**config.mk**
```make
export PLATFORM = sky130hd
export DESIGN_NAME = cpu_opcode_class_decoder_unit_flat
export DESIGN_NICKNAME = d
export VERILOG_FILES = /design/src/hdl/ocd_pkg.sv /design/src/hdl/ocd_in_if.sv /design/src/hdl/ocd_out_if.sv /design/src/hdl/ocd_in_stage.sv /design/src/hdl/ocd_decode.sv /design/src/hdl/ocd_out_stage.sv /design/src/hdl/cpu_opcode_class_decoder_unit.sv /design/src/flat_wrapper.sv
export SDC_FILE = /design/constraint.sdc
export NUM_CORES = 1
export LEC_CHECK = 0
export ABC_AREA = 1
export BUFFER_PORTS_ARGS = -buffer_cell sky130_fd_sc_hd__buf_2
export CAP_MARGIN = 10
export CORE_MARGIN = 2
export CORE_UTILIZATION = 25
export DETAILED_ROUTE_END_ITERATION = 16
export PLACE_DENSITY = 0.44
export SYNTH_ARGS = -nofsm -noshare
export SYNTH_HDL_FRONTEND = slang
export SYNTH_SLANG_ARGS = --single-unit
```
**constraint.sdc**
```tcl
create_clock -name clk -period 2.8 [get_ports clk]
set_input_delay 0.14 -clock clk [delete_from_list [all_inputs] [get_ports clk]]
set_output_delay 0.14 -clock clk [all_outputs]
set_load 0.02 [all_outputs]
```
**src/hdl/ocd_pkg.sv**
```systemverilog
// ============================================================================
// ocd_pkg
// Shared types and class codes for the opcode class decoder.
// ============================================================================
package ocd_pkg;

    // Prefix byte values: no prefix, and the one that selects the bit-operation page.
    localparam logic [7:0] PREFIX_NONE = 8'h00;
    localparam logic [7:0] PREFIX_CB   = 8'hCB;

    // Instruction class codes.
    localparam logic [5:0] K_NOP        = 6'd0;
    localparam logic [5:0] K_LD_NN_SP   = 6'd1;
    localparam logic [5:0] K_STOP       = 6'd2;
    localparam logic [5:0] K_JR         = 6'd3;
    localparam logic [5:0] K_JR_CC      = 6'd4;
    localparam logic [5:0] K_LD_RP_NN   = 6'd5;
    localparam logic [5:0] K_ADD_HL_RP  = 6'd6;
    localparam logic [5:0] K_ST_IND_A   = 6'd7;
    localparam logic [5:0] K_LD_A_IND   = 6'd8;
    localparam logic [5:0] K_LDI_HL_A   = 6'd9;
    localparam logic [5:0] K_LDI_A_HL   = 6'd10;
    localparam logic [5:0] K_LDD_HL_A   = 6'd11;
    localparam logic [5:0] K_LDD_A_HL   = 6'd12;
    localparam logic [5:0] K_INC_RP     = 6'd13;
    localparam logic [5:0] K_DEC_RP     = 6'd14;
    localparam logic [5:0] K_INC_R      = 6'd15;
    localparam logic [5:0] K_DEC_R      = 6'd16;
    localparam logic [5:0] K_LD_R_N     = 6'd17;
    localparam logic [5:0] K_RLCA       = 6'd18;
    localparam logic [5:0] K_HALT       = 6'd26;
    localparam logic [5:0] K_LD_R_R     = 6'd27;
    localparam logic [5:0] K_ALU_R      = 6'd28;
    localparam logic [5:0] K_LDH_N_A    = 6'd29;
    localparam logic [5:0] K_RET_CC     = 6'd33;
    localparam logic [5:0] K_POP        = 6'd34;
    localparam logic [5:0] K_RET        = 6'd35;
    localparam logic [5:0] K_LDH_C_A    = 6'd39;
    localparam logic [5:0] K_JP_CC      = 6'd43;
    localparam logic [5:0] K_JP_NN      = 6'd44;
    localparam logic [5:0] K_CB_PREFIX  = 6'd45;
    localparam logic [5:0] K_DI         = 6'd46;
    localparam logic [5:0] K_EI         = 6'd47;
    localparam logic [5:0] K_CALL_CC    = 6'd48;
    localparam logic [5:0] K_PUSH       = 6'd49;
    localparam logic [5:0] K_CALL_NN    = 6'd50;
    localparam logic [5:0] K_ALU_N      = 6'd51;
    localparam logic [5:0] K_RST        = 6'd52;
    localparam logic [5:0] K_CB_SHIFT   = 6'd53;
    localparam logic [5:0] K_CB_BIT     = 6'd54;
    localparam logic [5:0] K_ILLEGAL    = 6'd57;
    localparam logic [5:0] K_BAD_PREFIX = 6'd58;

    // Fixed pair index used by the LDI and LDD forms (HL).
    localparam logic [1:0] PAIR_HL = 2'd2;

    // Immediate byte counts.
    localparam logic [1:0] IMM_NONE = 2'd0;
    localparam logic [1:0] IMM_BYTE = 2'd1;
    localparam logic [1:0] IMM_WORD = 2'd2;

    // One input word: prefix and opcode bytes.
    typedef struct packed {
        logic [7:0] prefix;
        logic [7:0] opcode;
    } ocd_word_t;

    // One decoded result word.
    typedef struct packed {
        logic [5:0] kind;
        logic [2:0] reg_first;
        logic [2:0] reg_second;
        logic [1:0] pair_index;
        logic [1:0] condition;
        logic [2:0] alu_op;
        logic [2:0] shift_op;
        logic [2:0] bit_index;
        logic [5:0] restart_vector;
        logic [1:0] imm_bytes;
        logic       illegal;
        logic       bad_prefix;
    } ocd_result_t;

endpackage

```
**src/hdl/ocd_in_if.sv**
```systemverilog
// ============================================================================
// ocd_in_if
// Valid/ready channel that carries one prefix and opcode word.
// ============================================================================
interface ocd_in_if;
    logic       valid;
    logic       ready;
    logic [7:0] prefix;
    logic [7:0] opcode;

    modport source (output valid, output prefix, output opcode, input ready);
    modport sink   (input valid, input prefix, input opcode, output ready);
endinterface

```
**src/hdl/ocd_out_if.sv**
```systemverilog
// ============================================================================
// ocd_out_if
// Valid/ready channel that carries one decoded result word.
// ============================================================================
interface ocd_out_if;
    logic       valid;
    logic       ready;
    logic [5:0] kind;
    logic [2:0] reg_first;
    logic [2:0] reg_second;
    logic [1:0] pair_index;
    logic [1:0] condition;
    logic [2:0] alu_op;
    logic [2:0] shift_op;
    logic [2:0] bit_index;
    logic [5:0] restart_vector;
    logic [1:0] imm_bytes;
    logic       illegal;
    logic       bad_prefix;

    modport source (
        output valid, output kind, output reg_first, output reg_second,
        output pair_index, output condition, output alu_op, output shift_op,
        output bit_index, output restart_vector, output imm_bytes,
        output illegal, output bad_prefix,
        input ready
    );
    modport sink (
        input valid, input kind, input reg_first, input reg_second,
        input pair_index, input condition, input alu_op, input shift_op,
        input bit_index, input restart_vector, input imm_bytes,
        input illegal, input bad_prefix,
        output ready
    );
endinterface

```
**src/hdl/ocd_in_stage.sv**
```systemverilog
// ============================================================================
// ocd_in_stage
// Input register: captures one prefix/opcode word per cycle while the stage is not stalled downstream.
// ============================================================================
module ocd_in_stage
    import ocd_pkg::*;
(
    input  logic      clk,
    input  logic      rst_n,
    ocd_in_if.sink    cmd,
    input  logic      down_ready,
    output logic      valid,
    output ocd_word_t word
);

    logic      valid_reg;
    logic      valid_next;
    ocd_word_t word_reg;
    logic      load;

    // The stage takes a new word when empty or when its word moves on.
    assign cmd.ready = !valid_reg || down_ready;
    assign load      = cmd.valid && cmd.ready;

    always_comb
    begin
        valid_next = valid_reg;
        if (load)
        begin
            valid_next = 1'b1;
        end
        else if (down_ready)
        begin
            valid_next = 1'b0;
        end
    end

    // Valid bit under reset.
    always_ff @(posedge clk or negedge rst_n)
    begin
        if (!rst_n)
        begin
            valid_reg <= 1'b0;
        end
        else
        begin
            valid_reg <= valid_next;
        end
    end

    // Payload register needs no reset.
    always_ff @(posedge clk)
    begin
        if (load)
        begin
            word_reg.prefix <= cmd.prefix;
            word_reg.opcode <= cmd.opcode;
        end
    end

    assign valid = valid_reg;
    assign word  = word_reg;

endmodule

```
**src/hdl/ocd_decode.sv**
```systemverilog
// ============================================================================
// ocd_decode
// Combinational opcode split and class decode.
// ============================================================================
module ocd_decode
    import ocd_pkg::*;
(
    input  ocd_word_t   word,
    output ocd_result_t result
);

    logic [1:0] x;
    logic [2:0] y;
    logic [2:0] z;
    logic [1:0] p;
    logic       q;

    assign x = word.opcode[7:6];
    assign y = word.opcode[5:3];
    assign z = word.opcode[2:0];
    assign p = y[2:1];
    assign q = y[0];

    // Fields a class does not use stay zero.
    always_comb
    begin
        result = '0;
        if (word.prefix == PREFIX_NONE)
        begin
            case (x)
                2'd0:
                begin
                    case (z)
                        3'd0:
                        begin
                            case (y)
                                3'd0: result.kind = K_NOP;
                                3'd1:
                                begin
                                    result.kind      = K_LD_NN_SP;
                                    result.imm_bytes = IMM_WORD;
                                end
                                3'd2:
                                begin
                                    result.kind      = K_STOP;
                                    result.imm_bytes = IMM_BYTE;
                                end
                                3'd3:
                                begin
                                    result.kind      = K_JR;
                                    result.imm_bytes = IMM_BYTE;
                                end
                                default:
                                begin
                                    result.kind      = K_JR_CC;
                                    result.condition = y[1:0];
                                    result.imm_bytes = IMM_BYTE;
                                end
                            endcase
                        end
                        3'd1:
                        begin
                            result.kind       = q ? K_ADD_HL_RP : K_LD_RP_NN;
                            result.pair_index = p;
                            result.imm_bytes  = q ? IMM_NONE : IMM_WORD;
                        end
                        3'd2:
                        begin
                            if (p inside {2'd0, 2'd1})
                            begin
                                result.kind       = q ? K_LD_A_IND : K_ST_IND_A;
                                result.pair_index = p;
                            end
                            else if (p == 2'd2)
                            begin
                                result.kind       = q ? K_LDI_A_HL : K_LDI_HL_A;
                                result.pair_index = PAIR_HL;
                            end
                            else
                            begin
                                result.kind       = q ? K_LDD_A_HL : K_LDD_HL_A;
                                result.pair_index = PAIR_HL;
                            end
                        end
                        3'd3:
                        begin
                            result.kind       = q ? K_DEC_RP : K_INC_RP;
                            result.pair_index = p;
                        end
                        3'd4:
                        begin
                            result.kind      = K_INC_R;
                            result.reg_first = y;
                        end
                        3'd5:
                        begin
                            result.kind      = K_DEC_R;
                            result.reg_first = y;
                        end
                        3'd6:
                        begin
                            result.kind      = K_LD_R_N;
                            result.reg_first = y;
                            result.imm_bytes = IMM_BYTE;
                        end
                        default: result.kind = K_RLCA + {3'b000, y};
                    endcase
                end
                2'd1:
                begin
                    if (y == 3'd6 && z == 3'd6)
                    begin
                        result.kind = K_HALT;
                    end
                    else
                    begin
                        result.kind       = K_LD_R_R;
                        result.reg_first  = y;
                        result.reg_second = z;
                    end
                end
                2'd2:
                begin
                    result.kind      = K_ALU_R;
                    result.alu_op    = y;
                    result.reg_first = z;
                end
                default:
                begin
                    case (z)
                        3'd0:
                        begin
                            if (!y[2])
                            begin
                                result.kind      = K_RET_CC;
                                result.condition = y[1:0];
                            end
                            else
                            begin
                                result.kind      = K_LDH_N_A + {4'b0000, y[1:0]};
                                result.imm_bytes = IMM_BYTE;
                            end
                        end
                        3'd1:
                        begin
                            if (!q)
                            begin
                                result.kind       = K_POP;
                                result.pair_index = p;
                            end
                            else
                            begin
                                result.kind = K_RET + {4'b0000, p};
                            end
                        end
                        3'd2:
                        begin
                            if (!y[2])
                            begin
                                result.kind      = K_JP_CC;
                                result.condition = y[1:0];
                                result.imm_bytes = IMM_WORD;
                            end
                            else
                            begin
                                // The absolute-address forms carry a 16-bit address.
                                result.kind      = K_LDH_C_A + {4'b0000, y[1:0]};
                                result.imm_bytes = q ? IMM_WORD : IMM_NONE;
                            end
                        end
                        3'd3:
                        begin
                            case (y)
                                3'd0:
                                begin
                                    result.kind      = K_JP_NN;
                                    result.imm_bytes = IMM_WORD;
                                end
                                3'd1: result.kind = K_CB_PREFIX;
                                3'd6: result.kind = K_DI;
                                3'd7: result.kind = K_EI;
                                default:
                                begin
                                    result.kind    = K_ILLEGAL;
                                    result.illegal = 1'b1;
                                end
                            endcase
                        end
                        3'd4:
                        begin
                            if (!y[2])
                            begin
                                result.kind      = K_CALL_CC;
                                result.condition = y[1:0];
                                result.imm_bytes = IMM_WORD;
                            end
                            else
                            begin
                                result.kind    = K_ILLEGAL;
                                result.illegal = 1'b1;
                            end
                        end
                        3'd5:
                        begin
                            if (!q)
                            begin
                                result.kind       = K_PUSH;
                                result.pair_index = p;
                            end
                            else if (p == 2'd0)
                            begin
                                result.kind      = K_CALL_NN;
                                result.imm_bytes = IMM_WORD;
                            end
                            else
                            begin
                                result.kind    = K_ILLEGAL;
                                result.illegal = 1'b1;
                            end
                        end
                        3'd6:
                        begin
                            result.kind      = K_ALU_N;
                            result.alu_op    = y;
                            result.imm_bytes = IMM_BYTE;
                        end
                        default:
                        begin
                            result.kind           = K_RST;
                            result.restart_vector = {y, 3'b000};
                        end
                    endcase
                end
            endcase
        end
        else if (word.prefix == PREFIX_CB)
        begin
            // Bit-operation page: the operand register is always z.
            result.reg_first = z;
            if (x == 2'd0)
            begin
                result.kind     = K_CB_SHIFT;
                result.shift_op = y;
            end
            else
            begin
                result.kind      = K_CB_BIT + {4'b0000, x - 2'd1};
                result.bit_index = y;
            end
        end
        else
        begin
            result.kind       = K_BAD_PREFIX;
            result.bad_prefix = 1'b1;
        end
    end

endmodule

```
**src/hdl/ocd_out_stage.sv**
```systemverilog
// ============================================================================
// ocd_out_stage
// Result register: holds one decoded word until the sink takes it.
// ============================================================================
module ocd_out_stage
    import ocd_pkg::*;
(
    input  logic        clk,
    input  logic        rst_n,
    input  logic        valid,
    input  ocd_result_t result,
    output logic        ready,
    ocd_out_if.source   res
);

    logic        valid_reg;
    logic        valid_next;
    ocd_result_t result_reg;
    logic        load;

    // Empty or draining this cycle: a new result may enter.
    assign ready = !valid_reg || res.ready;
    assign load  = valid && ready;

    always_comb
    begin
        valid_next = valid_reg;
        if (load)
        begin
            valid_next = 1'b1;
        end
        else if (res.ready)
        begin
            valid_next = 1'b0;
        end
    end

    // Valid bit under reset.
    always_ff @(posedge clk or negedge rst_n)
    begin
        if (!rst_n)
        begin
            valid_reg <= 1'b0;
        end
        else
        begin
            valid_reg <= valid_next;
        end
    end

    // Payload register needs no reset.
    always_ff @(posedge clk)
    begin
        if (load)
        begin
            result_reg <= result;
        end
    end

    // Drive the channel from the held word.
    assign res.valid          = valid_reg;
    assign res.kind           = result_reg.kind;
    assign res.reg_first      = result_reg.reg_first;
    assign res.reg_second     = result_reg.reg_second;
    assign res.pair_index     = result_reg.pair_index;
    assign res.condition      = result_reg.condition;
    assign res.alu_op         = result_reg.alu_op;
    assign res.shift_op       = result_reg.shift_op;
    assign res.bit_index      = result_reg.bit_index;
    assign res.restart_vector = result_reg.restart_vector;
    assign res.imm_bytes      = result_reg.imm_bytes;
    assign res.illegal        = result_reg.illegal;
    assign res.bad_prefix     = result_reg.bad_prefix;

endmodule

```
**src/hdl/cpu_opcode_class_decoder_unit.sv**
```systemverilog
// ============================================================================
// cpu_opcode_class_decoder_unit
// Path: a word accepted on cmd is held in the input register, decoded, and
// captured in the result register, where it is valid on res until taken.
// Throughput: one word per cycle while res.ready stays high; the input and result registers each hold
// one word, and the decode between them is a single short logic pass.
// Reset: rst_n clears both valid bits at once; no word is in flight after it.
// ============================================================================
module cpu_opcode_class_decoder_unit
    import ocd_pkg::*;
(
    input  logic      clk,
    input  logic      rst_n,
    ocd_in_if.sink    cmd,
    ocd_out_if.source res
);

    logic        s1_valid;
    logic        s2_ready;
    ocd_word_t   s1_word;
    ocd_result_t dec_result;

    // Input register.
    ocd_in_stage u_in_stage (
        .clk        (clk),
        .rst_n      (rst_n),
        .cmd        (cmd),
        .down_ready (s2_ready),
        .valid      (s1_valid),
        .word       (s1_word)
    );

    // Decode logic.
    ocd_decode u_decode (
        .word   (s1_word),
        .result (dec_result)
    );

    // Result register.
    ocd_out_stage u_out_stage (
        .clk    (clk),
        .rst_n  (rst_n),
        .valid  (s1_valid),
        .result (dec_result),
        .ready  (s2_ready),
        .res    (res)
    );

`ifndef SYNTHESIS
    // An empty input register always takes a word.
    a_empty_accepts: assert property (@(posedge clk) disable iff (!rst_n)
        !s1_valid |-> cmd.ready)
        else $error("input stage empty but not ready");

    // A held input word that cannot move on stays in place.
    a_s1_holds: assert property (@(posedge clk) disable iff (!rst_n)
        (s1_valid && !s2_ready) |=> (s1_valid && $stable(s1_word)))
        else $error("input stage lost or changed a stalled word");

    // A word in the input register with room downstream shows up next cycle.
    a_s1_moves: assert property (@(posedge clk) disable iff (!rst_n)
        (s1_valid && s2_ready) |=> res.valid)
        else $error("decoded word did not reach the result register");

    // The illegal flag only comes with its own class and a good prefix.
    a_illegal_kind: assert property (@(posedge clk) disable iff (!rst_n)
        (res.valid && res.illegal) |-> (res.kind == K_ILLEGAL && !res.bad_prefix))
        else $error("illegal flag with wrong class");

    // A bad prefix clears every selector.
    a_bad_prefix: assert property (@(posedge clk) disable iff (!rst_n)
        (res.valid && res.bad_prefix) |->
            (res.kind == K_BAD_PREFIX && res.imm_bytes == IMM_NONE
             && res.reg_first == 3'd0))
        else $error("bad prefix result not clean");
`endif

endmodule

```
**src/flat_wrapper.sv**
```systemverilog
// flat-port wrapper written by rule: the top's interface ports become plain ports
module cpu_opcode_class_decoder_unit_flat import ocd_pkg::*;
  (clk, rst_n, cmd_valid, cmd_prefix, cmd_opcode, cmd_ready, res_valid, res_kind, res_reg_first, res_reg_second, res_pair_index, res_condition, res_alu_op, res_shift_op, res_bit_index, res_restart_vector, res_imm_bytes, res_illegal, res_bad_prefix, res_ready);
  ocd_in_if cmd_i ();
  ocd_out_if res_i ();
  input  logic clk;
  input  logic rst_n;
  input wire logic [$bits(cmd_i.valid)-1:0] cmd_valid;
  input wire logic [$bits(cmd_i.prefix)-1:0] cmd_prefix;
  input wire logic [$bits(cmd_i.opcode)-1:0] cmd_opcode;
  output wire logic [$bits(cmd_i.ready)-1:0] cmd_ready;
  output wire logic [$bits(res_i.valid)-1:0] res_valid;
  output wire logic [$bits(res_i.kind)-1:0] res_kind;
  output wire logic [$bits(res_i.reg_first)-1:0] res_reg_first;
  output wire logic [$bits(res_i.reg_second)-1:0] res_reg_second;
  output wire logic [$bits(res_i.pair_index)-1:0] res_pair_index;
  output wire logic [$bits(res_i.condition)-1:0] res_condition;
  output wire logic [$bits(res_i.alu_op)-1:0] res_alu_op;
  output wire logic [$bits(res_i.shift_op)-1:0] res_shift_op;
  output wire logic [$bits(res_i.bit_index)-1:0] res_bit_index;
  output wire logic [$bits(res_i.restart_vector)-1:0] res_restart_vector;
  output wire logic [$bits(res_i.imm_bytes)-1:0] res_imm_bytes;
  output wire logic [$bits(res_i.illegal)-1:0] res_illegal;
  output wire logic [$bits(res_i.bad_prefix)-1:0] res_bad_prefix;
  input wire logic [$bits(res_i.ready)-1:0] res_ready;
  assign cmd_i.valid = cmd_valid;
  assign cmd_i.prefix = cmd_prefix;
  assign cmd_i.opcode = cmd_opcode;
  assign cmd_ready = cmd_i.ready;
  assign res_valid = res_i.valid;
  assign res_kind = res_i.kind;
  assign res_reg_first = res_i.reg_first;
  assign res_reg_second = res_i.reg_second;
  assign res_pair_index = res_i.pair_index;
  assign res_condition = res_i.condition;
  assign res_alu_op = res_i.alu_op;
  assign res_shift_op = res_i.shift_op;
  assign res_bit_index = res_i.bit_index;
  assign res_restart_vector = res_i.restart_vector;
  assign res_imm_bytes = res_i.imm_bytes;
  assign res_illegal = res_i.illegal;
  assign res_bad_prefix = res_i.bad_prefix;
  assign res_i.ready = res_ready;
  cpu_opcode_class_decoder_unit u_core (.clk(clk), .rst_n(rst_n), .cmd(cmd_i), .res(res_i));
endmodule
```
==> out/summary.txt <==
Hold_ws: 0.0118 ns
GRT overflow: 0
Final ANT Viol Nets: 0
Final hold violations: 0
EDFF count, synth: 48
Total negative setup slack: 0 ns
Core Box Area: 0.0107 mm2
Placer Congestion: 0.943
Leakage: 1.44 nW
Tcrit/Tclk final: 70.2%
Post-placement cell count: 501
Worst Hold Class: primary input to flip-flop
Avg Inst Size Synth: 9.04 um2
Total global-route track usage: 13.2%
Initial Util: 25.5%
RSZ-0062 raised after global routing: no
Slew Viols, Final: 0
Count of cell types in the netlist: 30
Post-synthesis simple-gate area fraction: 23.6%
Footprint of the multi-input gates: 0.00108 mm2
Max Cap Viol: 0
Sequential fraction of the synthesis area: 54.4%
I/O Pins: 57
Post-Route WL: 7350 um
Non-Filler Instances: 512
Top cells by area, synth: edfxtp_1 53%, nand2_1 7.9%, ha_1 6.4%
Power density cells: 520 mW/mm2
Worst Path Required: 2.87 ns
Synth Warn #: 0
Post-synthesis register bit count: 50
Clk_lat worst skew: 0.31 ns
Pin count of the biggest net entering global routing: 33
Final net count: 405
FMAX: 509 MHz
Max reg flops: 16
Rows: 38
Detailed Place HPWL: 5520 um
Crit path capture type: flip-flop
Ant. Diodes: 0
Via count: 2302
Proportion of layout cells with a drive suffix above 1: 22.6%
IO Port Bufs: 53
Fillcell total: 1171
H-tree depth: 2
Final instance area: 0.00338 mm2
Worst ir drop on vdd: 186 uV
Most common cell in the synthesized netlist: nand2_1
Largest family of logic cells by synthesized area: simple AND/OR/NAND/NOR gates
Async SR Flop Fraction: 4.00%
Gate Count Post-Synth: 303
Max clock buf depth: 2
DRC errors left: 0
Mux contribution to synthesized area: 0%
Synth Area in Adders: 6.39%
Area Growth Syn to Fin: 23.4%
Slew @ Worst Pin: 0.600 ns
Die area: 0.0118 mm2
Post-synth top area cell: edfxtp_1
Chip height: 109 um
Synth cell count leaders: 58 x nand2_1, 48 x edfxtp_1, 42 x nor2_1
Sink count of the clock tree: 50
Vias in the first global route: 2251
Initial antenna violation count: 0
Root Buffer: clkbuf_8
Average wire per standard cell: 14.4 um
XOR/XNOR share of the synthesized area: 0%
Arrival time at the worst endpoint: 2.04 ns
Compound-Gate Fraction of Synth Area: 8.58%
Worst Path Max Fanout: 9
Clock skew: 0.0182 ns
Register area: 0.00149 mm2
CTS tree: built
Synth Cell Area: 0.00274 mm2
Die W: 109 um
CTS buffer count: 5
Max-slew headroom: 60.0%
Drt pass-1 iters: 5
Worst-path clk slew: 0.10 ns
Yosys top cell area share: 52.6%
Initial DRC count: 227
Power after layout: 0.00176 W
Main synth FF type: edfxtp_1
Setup violators final: 0
Type of origin of the critical path: flip-flop
Vias per cell: 4.50
Dpl cell area: 0.00324 mm2
Status: completed
Global-route wire length before repair: 11800 um
Minimum clock period: 1.97 ns
Critical path class: flip-flop to flip-flop
-- layout by cell type (no fill, tap or decap), types with 2 or more instances in the layout --
cell type,n
conb_1,3
buf_4,12
a21oi_1,14
a22oi_1,2
clkbuf_8,5
o21ai_0,18
edfxtp_1,48
nand4_1,8
clkinv_1,2
nand3_1,24
o21ai_1,2
inv_2,4
o21bai_1,2
dlygate4sd3_1,3
nor2_2,3
buf_2,53
ha_1,14
clkinv_2,2
dfrtp_1,2
nand2_1,58
nor2_1,42
nor3_1,8
inv_1,32
-- routing by layer --
layer	GRT usage (%)	wire [um]
met5	0	0
met4	4.49	127
met3	2.63	428
met2	21.3	3340
met1	17.8	3450
-- what timing repair did --
action,in CTS,in global routing
resized for setup,0,0
hold buffers,2,1
setup buffers,0,0
endpoints found under the hold margin,3,1
-- power breakdown --
group	total, W	switching (W)	internal (W)	leakage, nW
clock network	0.000517	0.000254	0.000264	0.0579
registers	0.000909	0.0000219	0.000887	0.476
logic	0.000333	0.000234	0.0000993	0.911
total	0.00176	0.000509	0.00125	1.44
-- final cells by class --
class,instances,area share [%]
clock buffer,5,2.03
multi-input combinational,208,31.9
timing repair buffer,68,11.4
inverter,38,4.22
tap,140,5.18
sequential,50,44.1
clock inverter,3,1.18
-- kinds of logic after synthesis --
logic type / after synthesis
adder cells (fa/ha/maj): 14
flip-flops: 50
buffers and inverters: 47
AO/OA/AOI/OAI: 43
AND/OR/NAND/NOR: 148
other: 1
-- final timing paths --
path | start | endpoint | slack [ns] | depth (start not counted)
hold / removal | cmd_opcode[5] | u_core.u_in_stage.word[5] | 0.01 | 1
hold reg to reg | u_core.u_in_stage.valid | u_core.u_out_stage.res.valid | 0.53 | 2
setup / recovery | u_core.u_in_stage.word[4] | u_core.u_out_stage.res.kind[1] | 0.83 | 11
min in group asynchronous | rst_n | u_core.u_in_stage.valid | 0.14 | 2
setup reg to reg | u_core.u_in_stage.word[4] | u_core.u_out_stage.res.kind[1] | 0.83 | 11
max in group asynchronous | rst_n | u_core.u_out_stage.res.valid | 2.57 | 2
-- worst max-delay path: stages (launching register included) --
cell,delay (ns)
edfxtp_1,0.39
inv_1,0.29
ha_1,0.22
inv_1,0.04
ha_1,0.27
nand3b_1,0.15
nand3_1,0.08
nand3_1,0.08
nand2_1,0.07
nand2_1,0.05
nand2_1,0.05
a21oi_1,0.05
-- stage by stage --
step                worst slack [ns]  utilization (%)
finish                         0.834             31.5
global route                   0.616             31.5
CTS                            0.801             31.4
detailed placement             0.808             30.2
global placement               0.817             30.2
floorplan                      0.261                -
Power figures use the tool's default switching activity.
